### config.mk
export PLATFORM = sky130hd
export DESIGN_NAME = one_wire_master_with_crc8
export DESIGN_NICKNAME = d
export VERILOG_FILES = /design/src/hw/rtl/owm_pkg.sv /design/src/hw/rtl/owm_core.sv /design/src/hw/rtl/one_wire_master_with_crc8.sv
export VERILOG_INCLUDE_DIRS = /design/src /design/src/hw/rtl
export SDC_FILE = /design/constraint.sdc
export NUM_CORES = 1
export LEC_CHECK = 0
export ABC_CLOCK_PERIOD_IN_PS = 4100
export BUFFER_PORTS_ARGS = -buffer_cell sky130_fd_sc_hd__buf_2
export CAP_MARGIN = 30
export CORE_ASPECT_RATIO = 2
export CORE_MARGIN = 2
export CORE_UTILIZATION = 45
export DETAILED_ROUTE_END_ITERATION = 6
export PLACE_DENSITY = 0.6
export SYNTH_ARGS = -nofsm -noshare
export SYNTH_HDL_FRONTEND = slang
export SYNTH_SLANG_ARGS = --single-unit
### constraint.sdc
create_clock -name clk -period 4.1 [get_ports clk]
set_clock_uncertainty 0.2 [all_clocks]
set_input_delay 0.41 -clock clk [delete_from_list [all_inputs] [get_ports clk]]
set_output_delay 0.41 -clock clk [all_outputs]
set_load 0.005 [all_outputs]
### src/hw/rtl/one_wire_master_with_crc8_defines.svh
// Assertion macros for the one-wire master.
`ifndef ONE_WIRE_MASTER_WITH_CRC8_DEFINES_SVH
`define ONE_WIRE_MASTER_WITH_CRC8_DEFINES_SVH

`ifndef SYNTH
`define OWM_ASSERT(lbl, ante, cons) \
	lbl: assert property (@(posedge clk) disable iff (!arst_n) (ante) |-> (cons)) \
		else $error("one-wire master check failed");
`define OWM_ASSERT_NEXT(lbl, ante, cons) \
	lbl: assert property (@(posedge clk) disable iff (!arst_n) (ante) |=> (cons)) \
		else $error("one-wire master check failed");
`else
`define OWM_ASSERT(lbl, ante, cons)
`define OWM_ASSERT_NEXT(lbl, ante, cons)
`endif

`endif

### src/hw/rtl/owm_pkg.sv
// Types, codes and helper functions shared by the one-wire master.
package owm_pkg;

	typedef enum logic [3:0] {
		PH_IDLE     = 4'd0,
		PH_RST_LOW  = 4'd1,
		PH_RST_REL  = 4'd2,
		PH_RST_HIGH = 4'd3,
		PH_WR_LOW   = 4'd4,
		PH_WR_HIGH  = 4'd5,
		PH_RD_LOW   = 4'd6,
		PH_RD_REL   = 4'd7,
		PH_RD_TAIL  = 4'd8,
		PH_WAIT_REL = 4'd9
	} owm_phase_t;

	localparam logic [2:0] REQ_TICK    = 3'd0;
	localparam logic [2:0] REQ_RESET   = 3'd1;
	localparam logic [2:0] REQ_WRITE   = 3'd2;
	localparam logic [2:0] REQ_READ    = 3'd3;
	localparam logic [2:0] REQ_WAITREL = 3'd4;

	localparam logic [1:0] ST_OK     = 2'd0;
	localparam logic [1:0] ST_NOPRES = 2'd1;
	localparam logic [1:0] ST_BUSY   = 2'd2;

	localparam logic [7:0] CYCLES_PER_US_RST = 8'd204;
	localparam logic [7:0] CRC_POLY          = 8'h8C;

	localparam logic [8:0] T_RST_LOW  = 9'd480;
	localparam logic [8:0] T_RST_REL  = 9'd40;
	localparam logic [8:0] T_SHORT    = 9'd3;
	localparam logic [8:0] T_SLOT     = 9'd60;
	localparam logic [8:0] T_RECOVER  = 9'd10;
	localparam logic [8:0] T_RD_REL   = 9'd12;
	localparam logic [8:0] T_RD_TAIL  = 9'd55;

	typedef struct packed {
		logic       drive_low;
		logic       busy_res;
		logic       done_res;
		logic [1:0] status;
		logic [7:0] read_data;
		logic [7:0] crc_value;
		logic       crc_zero;
	} owm_result_t;

	function automatic logic [7:0] crc8_byte(input logic [7:0] crc_in, input logic [7:0] din);
		logic [7:0] c;
		logic [7:0] d;
		c = crc_in;
		d = din;
		for (int k = 0; k < 8; k++) begin
			if (c[0] ^ d[0]) begin
				c = (c >> 1) ^ CRC_POLY;
			end else begin
				c = c >> 1;
			end
			d = d >> 1;
		end
		return c;
	endfunction

	function automatic logic [8:0] phase_len(input owm_phase_t ph, input logic one);
		logic [8:0] len;
		case (ph)
			PH_RST_LOW: len = T_RST_LOW;
			PH_RST_REL: len = T_RST_REL;
			PH_WR_LOW:  len = one ? T_SHORT : T_SLOT;
			PH_WR_HIGH: len = one ? T_SLOT : T_RECOVER;
			PH_RD_LOW:  len = T_SHORT;
			PH_RD_REL:  len = T_RD_REL;
			default:    len = T_RD_TAIL;
		endcase
		return len;
	endfunction

endpackage

### src/hw/rtl/owm_core.sv
// Bus sequencer, microsecond prescaler and read CRC of the one-wire master.
module owm_core
	import owm_pkg::*;
(
	input  logic        clk,
	input  logic        arst_n,
	input  logic        take,
	input  logic [2:0]  req_type,
	input  logic [7:0]  data_byte,
	input  logic        line_level,
	input  logic [7:0]  cycles_per_us,
	output owm_result_t res
);

	owm_phase_t ph_q, ph_d;
	logic [7:0] pre_q, pre_d;
	logic [8:0] us_q, us_d;
	logic [2:0] bit_q, bit_d;
	logic [7:0] sh_q, sh_d;
	logic [7:0] crc_q, crc_d;
	logic [1:0] st_q, st_d;
	logic [7:0] rd_q, rd_d;
	logic       done;
	logic       is_req;
	logic [8:0] div9;
	logic [8:0] pre_inc;
	logic [8:0] us_inc;

	always_ff @(posedge clk or negedge arst_n) begin
		if (!arst_n) begin
			ph_q  <= PH_IDLE;
			pre_q <= '0;
			us_q  <= '0;
			bit_q <= '0;
			sh_q  <= '0;
			crc_q <= '0;
			st_q  <= ST_OK;
			rd_q  <= '0;
		end else if (take) begin
			ph_q  <= ph_d;
			pre_q <= pre_d;
			us_q  <= us_d;
			bit_q <= bit_d;
			sh_q  <= sh_d;
			crc_q <= crc_d;
			st_q  <= st_d;
			rd_q  <= rd_d;
		end
	end

	assign is_req  = (req_type == REQ_RESET) || (req_type == REQ_WRITE) ||
	                 (req_type == REQ_READ) || (req_type == REQ_WAITREL);
	assign div9    = (cycles_per_us == 8'd0) ? 9'd1 : {1'b0, cycles_per_us};
	assign pre_inc = {1'b0, pre_q} + 9'd1;
	assign us_inc  = us_q + 9'd1;

	always_comb begin
		ph_d  = ph_q;
		pre_d = pre_q;
		us_d  = us_q;
		bit_d = bit_q;
		sh_d  = sh_q;
		crc_d = crc_q;
		st_d  = st_q;
		rd_d  = rd_q;
		done  = 1'b0;
		if (is_req) begin
			if (ph_q != PH_IDLE) begin
				st_d = ST_BUSY;
			end else begin
				pre_d = '0;
				us_d  = '0;
				bit_d = '0;
				unique case (req_type)
					REQ_RESET: begin
						crc_d = '0;
						ph_d  = PH_RST_LOW;
					end
					REQ_WRITE: begin
						sh_d = data_byte;
						ph_d = PH_WR_LOW;
					end
					REQ_READ: begin
						sh_d = '0;
						ph_d = PH_RD_LOW;
					end
					default: begin
						ph_d = PH_WAIT_REL;
					end
				endcase
			end
		end else begin
			unique case (ph_q) inside
				PH_IDLE: begin
				end
				PH_RST_HIGH, PH_WAIT_REL: begin
					if (line_level) begin
						ph_d = PH_IDLE;
						st_d = ST_OK;
						done = 1'b1;
					end
				end
				PH_RST_LOW, PH_RST_REL, PH_WR_LOW, PH_WR_HIGH,
				PH_RD_LOW, PH_RD_REL, PH_RD_TAIL: begin
					pre_d = pre_inc[7:0];
					if (pre_inc >= div9) begin
						pre_d = '0;
						us_d  = us_inc;
						if (us_inc >= phase_len(ph_q, sh_q[0])) begin
							us_d = '0;
							unique case (ph_q) inside
								PH_RST_LOW: ph_d = PH_RST_REL;
								PH_RST_REL: begin
									if (line_level) begin
										ph_d = PH_IDLE;
										st_d = ST_NOPRES;
										done = 1'b1;
									end else begin
										ph_d = PH_RST_HIGH;
									end
								end
								PH_WR_LOW: ph_d = PH_WR_HIGH;
								PH_WR_HIGH: begin
									sh_d = sh_q >> 1;
									if (bit_q == 3'd7) begin
										bit_d = '0;
										ph_d  = PH_IDLE;
										st_d  = ST_OK;
										done  = 1'b1;
									end else begin
										bit_d = bit_q + 3'd1;
										ph_d  = PH_WR_LOW;
									end
								end
								PH_RD_LOW: ph_d = PH_RD_REL;
								PH_RD_REL: begin
									sh_d = {line_level, sh_q[7:1]};
									ph_d = PH_RD_TAIL;
								end
								PH_RD_TAIL: begin
									if (bit_q == 3'd7) begin
										bit_d = '0;
										rd_d  = sh_q;
										crc_d = crc8_byte(crc_q, sh_q);
										ph_d  = PH_IDLE;
										st_d  = ST_OK;
										done  = 1'b1;
									end else begin
										bit_d = bit_q + 3'd1;
										ph_d  = PH_RD_LOW;
									end
								end
								default: ph_d = PH_IDLE;
							endcase
						end
					end
				end
				default: begin
					ph_d = PH_IDLE;
				end
			endcase
		end
	end

	always_comb begin
		res.drive_low = (ph_d == PH_RST_LOW) || (ph_d == PH_WR_LOW) || (ph_d == PH_RD_LOW);
		res.busy_res  = (ph_d != PH_IDLE);
		res.done_res  = done;
		res.status    = st_d;
		res.read_data = rd_d;
		res.crc_value = crc_d;
		res.crc_zero  = (crc_d == 8'd0);
	end

endmodule

### src/hw/rtl/one_wire_master_with_crc8.sv
// One-wire bus master with running CRC-8: top level with config and output buffer.
// Every accepted item (a clock tick carrying the sampled bus level, or a request)
// produces exactly one result item. The sequencer state advances in the cycle the
// item is accepted and the result lands in a two-entry output buffer, so one item
// is taken every cycle while a buffer entry is free; in_ready drops only when both
// buffer entries are full. Bus timing counts ticks: cycles_per_us ticks make one
// microsecond (0 acts as 1).
`include "one_wire_master_with_crc8_defines.svh"

module one_wire_master_with_crc8
	import owm_pkg::*;
(
	input  logic       clk,
	input  logic       arst_n,
	input  logic       cfg_wr_en,
	input  logic [7:0] cfg_wr_data,
	input  logic       in_valid,
	output logic       in_ready,
	input  logic [2:0] req_type,
	input  logic [7:0] data_byte,
	input  logic       line_level,
	output logic       out_valid,
	input  logic       out_ready,
	output logic       drive_low,
	output logic       busy_res,
	output logic       done_res,
	output logic [1:0] status,
	output logic [7:0] read_data,
	output logic [7:0] crc_value,
	output logic       crc_zero
);

	logic [7:0]  cpu_q;
	logic        take;
	owm_result_t res;
	owm_result_t out_q;
	owm_result_t skid_q;
	logic        out_valid_q;
	logic        skid_valid_q;

	always_ff @(posedge clk or negedge arst_n) begin
		if (!arst_n) begin
			cpu_q <= CYCLES_PER_US_RST;
		end else if (cfg_wr_en) begin
			cpu_q <= cfg_wr_data;
		end
	end

	assign in_ready = !skid_valid_q;
	assign take     = in_valid && in_ready;

	owm_core u_core (
		.clk           (clk),
		.arst_n        (arst_n),
		.take          (take),
		.req_type      (req_type),
		.data_byte     (data_byte),
		.line_level    (line_level),
		.cycles_per_us (cpu_q),
		.res           (res)
	);

	always_ff @(posedge clk or negedge arst_n) begin
		if (!arst_n) begin
			out_valid_q  <= 1'b0;
			skid_valid_q <= 1'b0;
		end else if (out_valid_q && out_ready) begin
			if (skid_valid_q) begin
				skid_valid_q <= 1'b0;
			end else begin
				out_valid_q <= take;
			end
		end else if (take) begin
			if (out_valid_q) begin
				skid_valid_q <= 1'b1;
			end else begin
				out_valid_q <= 1'b1;
			end
		end
	end

	always_ff @(posedge clk) begin
		if (out_valid_q && out_ready) begin
			if (skid_valid_q) begin
				out_q <= skid_q;
			end else if (take) begin
				out_q <= res;
			end
		end else if (take) begin
			if (out_valid_q) begin
				skid_q <= res;
			end else begin
				out_q <= res;
			end
		end
	end

	assign out_valid = out_valid_q;
	assign drive_low = out_q.drive_low;
	assign busy_res  = out_q.busy_res;
	assign done_res  = out_q.done_res;
	assign status    = out_q.status;
	assign read_data = out_q.read_data;
	assign crc_value = out_q.crc_value;
	assign crc_zero  = out_q.crc_zero;

	`OWM_ASSERT(a_skid_needs_out, skid_valid_q, out_valid_q)
	`OWM_ASSERT_NEXT(a_stall_fills_skid, take && out_valid_q && !out_ready, skid_valid_q)
	`OWM_ASSERT(a_drive_implies_busy, out_valid_q && out_q.drive_low, out_q.busy_res)
	`OWM_ASSERT(a_done_not_busy, out_valid_q && out_q.done_res, !out_q.busy_res)

endmodule

==> summary.txt <==
Pwr
  – Pint: 2380 uW
  – Leakage: 0.00303 uW
  – Switching Share: 38.9%
  – Clk network pwr share: 21.2%
  – P per Cell Area: 581 nW/um^2
  – Net Switching: 1520 uW
  – Maximum vdd drop: 0.000326 V
  – Comb pwr share: 40.7%
  – Sequential fraction of design power: 38.1%

Yosys
  – Main synth FF type: dfrtp_1
  – Synth Area in Adders: 4.44%
  – Mapped Cells: 606
  – Post-Synth Simple-Gate Area: 17.0%
  – Combinational family with the most area after synthesis: simple AND/OR/NAND/NOR gates
  – Post-synth cell types: 70
  – Number of synthesized flops with an enable pin: 44
  – Area leader, netlist: dfrtp_1
  – Ys async rst share: 57.7%
  – Compound-Gate Fraction of Synth Area: 15.4%
  – Mean Syn Cell Area: 9.77 um^2
  – Post-synth net total: 652
  – Top-area cell type share of the netlist area: 23.7%
  – Share of synthesized area spent on multiplexers: 4.69%
  – Synth Warn #: 0
  – Post-Synth XOR/XNOR Area: 6.32%
  – Synthesized flop and latch total: 104
  – Cell Area, Synth: 5920 um^2
  – Sequential area share after synthesis: 47.8%
  – Synth area leaders: dfrtp_1 (24%), edfxtp_1 (22%), nand2_1 (5.3%)

Worst setup path
  – Worst Path Arrival: 3.76 ns
  – CP startpoint: u_core.pre_q[0]
  – Crit path required time: 4.00 ns
  – CP Class: reg2reg
  – Critical Path End Type: flop
  – Reg2reg start: u_core.pre_q[0]
  – Startpoint types: flop
  – Critical path's slowest cell: dfrtp_1
  – CP endpoint: done_res
  – Worst-path fanout max: 8
  – CP max stage delay: 0.46 ns
  – R2R cell count: 13
  – Cells along the critical path: ha_1, nand3_1, xnor2_1, ha_1, a21oi_1, a21boi_0, a211o_1, nor2_2, buf_4, o32ai_1, a21oi_1, nor2_1, mux2_2
  – FF-to-FF End: done_res
  – Reg2reg setup slack: 0.24 ns

Layout
  – Antenna Cells: 0
  – Proportion of layout cells with a drive suffix above 1: 18.9%
  – Area Growth Syn to Fin: 13.4%
  – Post-Route Utilization: 52.0%
  – Nets: 703

Drt
  – Number of DRC markers in iteration 0: 183
  – Total Wirelength: 15000 um
  – Drt pass-1 iters: 5
  – Via count: 4710
  – DRT antenna net count: 0
  – Wire per inst: 18.4 um
  – Drt drc: 0
  – Vias per cell: 5.79

STA
  – Max-slew violations: 0
  – Slew @ Worst Pin: 1.00 ns
  – TNS Setup: 0 ns
  – RSZ-0062 raised after global routing: false
  – Rel. slew slack: 32.4%
  – Crit share post-route: 94.0%
  – Worst setup margin: 0.245 ns
  – Max Clk Rate: 259 MHz
  – Hold Vio Cnt, Final: 0
  – # setup viols final: 0
  – Fin crit period: 3.86 ns

CTS
  – Post-CTS setup buffers: 0
  – Max Buffers Root-to-Sink: 2
  – Total CTS buffers: 9
  – CTS tree: yes
  – Clock-pin slew on the worst setup and hold paths: 0.08 ns
  – CTS Root Cell: clkbuf_16
  – Worst skew pair latency: 0.35 ns
  – H-tree depth reported by CTS: 3
  – Total clock sinks: 104

Placement
  – Count of input and output buffers: 48
  – Pre-CTS setup slack: 0.288 ns
  – Detailed Place HPWL: 11600 um
  – Placer Congestion: 1.03

Die
  – FP Rows: 59
  – Die ar.: 14100 um^2
  – Floorplan core area: 12900 um^2
  – Die span in y: 166 um
  – I/O Pins: 49
  – Initial Util: 45.8%
  – Die Span X: 85.1 um

Global route
  – Pin count of the biggest net entering global routing: 44
  – Initial antenna violation count: 0
  – Gr usage total: 21.8%
  – Number of global-route vias before repair: 4736
  – Gr ovfl total: 0
  – First-pass GRT wire length: 24200 um

Job
  – Max-Cap Viols: 0

Worst hold path
  – Hold WC Path Type: in2reg

Run status
  – Status: finished clean
## worst min path at each step
stage                        start  cells after the start       end
CTS                 cfg_wr_data[2]                      3  cpu_q[2]
finish              cfg_wr_data[2]                      3  cpu_q[2]
detailed placement          arst_n                      1  cpu_q[0]
floorplan                   arst_n                      0  cpu_q[0]
global route        cfg_wr_data[2]                      3  cpu_q[2]
global placement            arst_n                      1  cpu_q[0]
## layer usage
metal  global-route usage (%)  share of wire, %  routed length, um  up-vias
li1                         -                 -                  -     2274
met1                     21.9                35               5210     2270
met2                     41.8                57               8590      112
met3                     2.78               2.3                339       54
met4                     11.4               5.6                841        0
met5                        0                 0                  0        -
## cell usage in the layout (no fill, tap or decap), types with 5 or more instances in the layout
| master | instances |
|---|---|
| nand2_1 | 83 |
| dfrtp_1 | 56 |
| o21ai_0 | 49 |
| buf_2 | 48 |
| edfxtp_1 | 44 |
| nor2_1 | 42 |
| inv_1 | 31 |
| a21oi_1 | 31 |
| xnor2_1 | 27 |
| nand3_1 | 22 |
| ha_1 | 21 |
| buf_4 | 21 |
| mux2_2 | 14 |
| xor2_1 | 11 |
| nand4_1 | 11 |
| a31oi_1 | 10 |
| mux2i_1 | 9 |
| clkbuf_16 | 9 |
| and3_1 | 7 |
| a22o_1 | 6 |
| and2_1 | 5 |
| nor3_1 | 5 |
## power by group through the flow
stage                     logic (uW)  clock network (uW)  registers, uW
after detailed placement        1580                   0           1510
final                           1590                 825           1480
after CTS                       1580                 849           1490
after global placement          1560                   0           1500
after floorplan                 1070                   0           1460
after global routing            1760                 886           1510
## cells in the mapped netlist, types with 6 or more instances
master / instances
a21oi_1: 32
xnor2_1: 28
buf_2: 10
a31oi_1: 10
nor3_1: 6
xor2_1: 11
o21ai_0: 49
dfrtp_1: 56
nor2_1: 42
mux2i_1: 9
clkbuf_1: 19
a22o_1: 6
ha_1: 21
nand3_1: 22
and3_1: 7
mux2_2: 14
nand2_1: 83
inv_1: 31
edfxtp_1: 44
nand4_1: 11
## kinds of logic (layout without fill, tap and decap cells)
group | Yosys count | after routing
AOI/OAI and AO/OA | 144 | 144
xor gates and xnor gates | 41 | 41
adders and majority gates | 21 | 21
buffers and inverters | 65 | 121
DFF | 104 | 104
muxes | 25 | 25
and+or+nand+nor | 206 | 206
## stage by stage
stage | cells | instance area [um^2] | power (uW) | hold slack, ns
2_1_floorplan | 606 | 5920 | 2530 | -0.0856
3_3_place_gp | 796 | 6400 | 3060 | 0.265
3_5_place_dp | 797 | 6410 | 3090 | 0.277
4_1_cts | 814 | 6710 | 3920 | 0.0610
5_1_grt | 814 | 6710 | 4160 | 0.0746
6_report | 814 | 6710 | 3900 | 0.0684
## area by class of cell
type	instances	area, um^2
fillers	1162	6210
repair buffers	72	443
multi-input cells	437	2840
clock buffers	10	229
flip-flops and latches	104	2830
clock inverters	6	55.1
inverters	33	124
well taps	152	190
## registers in the layout, summed over array words and instances, names as in the netlist, 2 cells and up
signal        cells
crc_value         8
cpu_q             8
u_core.us_q       9
u_core.sh_q       8
status            2
u_core.bit_q      3
u_core.pre_q      8
u_core.rd_q       8
u_core.ph_q       4
u_core.st_q       2
u_core.crc_q      8
skid_q           22
read_data         8
## worst max-delay path, delay by kind of cell (launching register included)
kind            cells  cell delay (ns)
xor+xnor            1             0.24
flops               1             0.46
simple gates        3             0.60
buf+inv             1             0.22
fa+ha+maj           2             0.62
mux                 1             0.28
compound gates      5             0.99
## repair_timing
action,CTS,global route
endpoints found under the setup margin,0,1
hold endpoints to repair,24,0
gates resized for setup,0,1
hold buffers,1,0
Note: power is estimated with default switching activity, not from simulation.
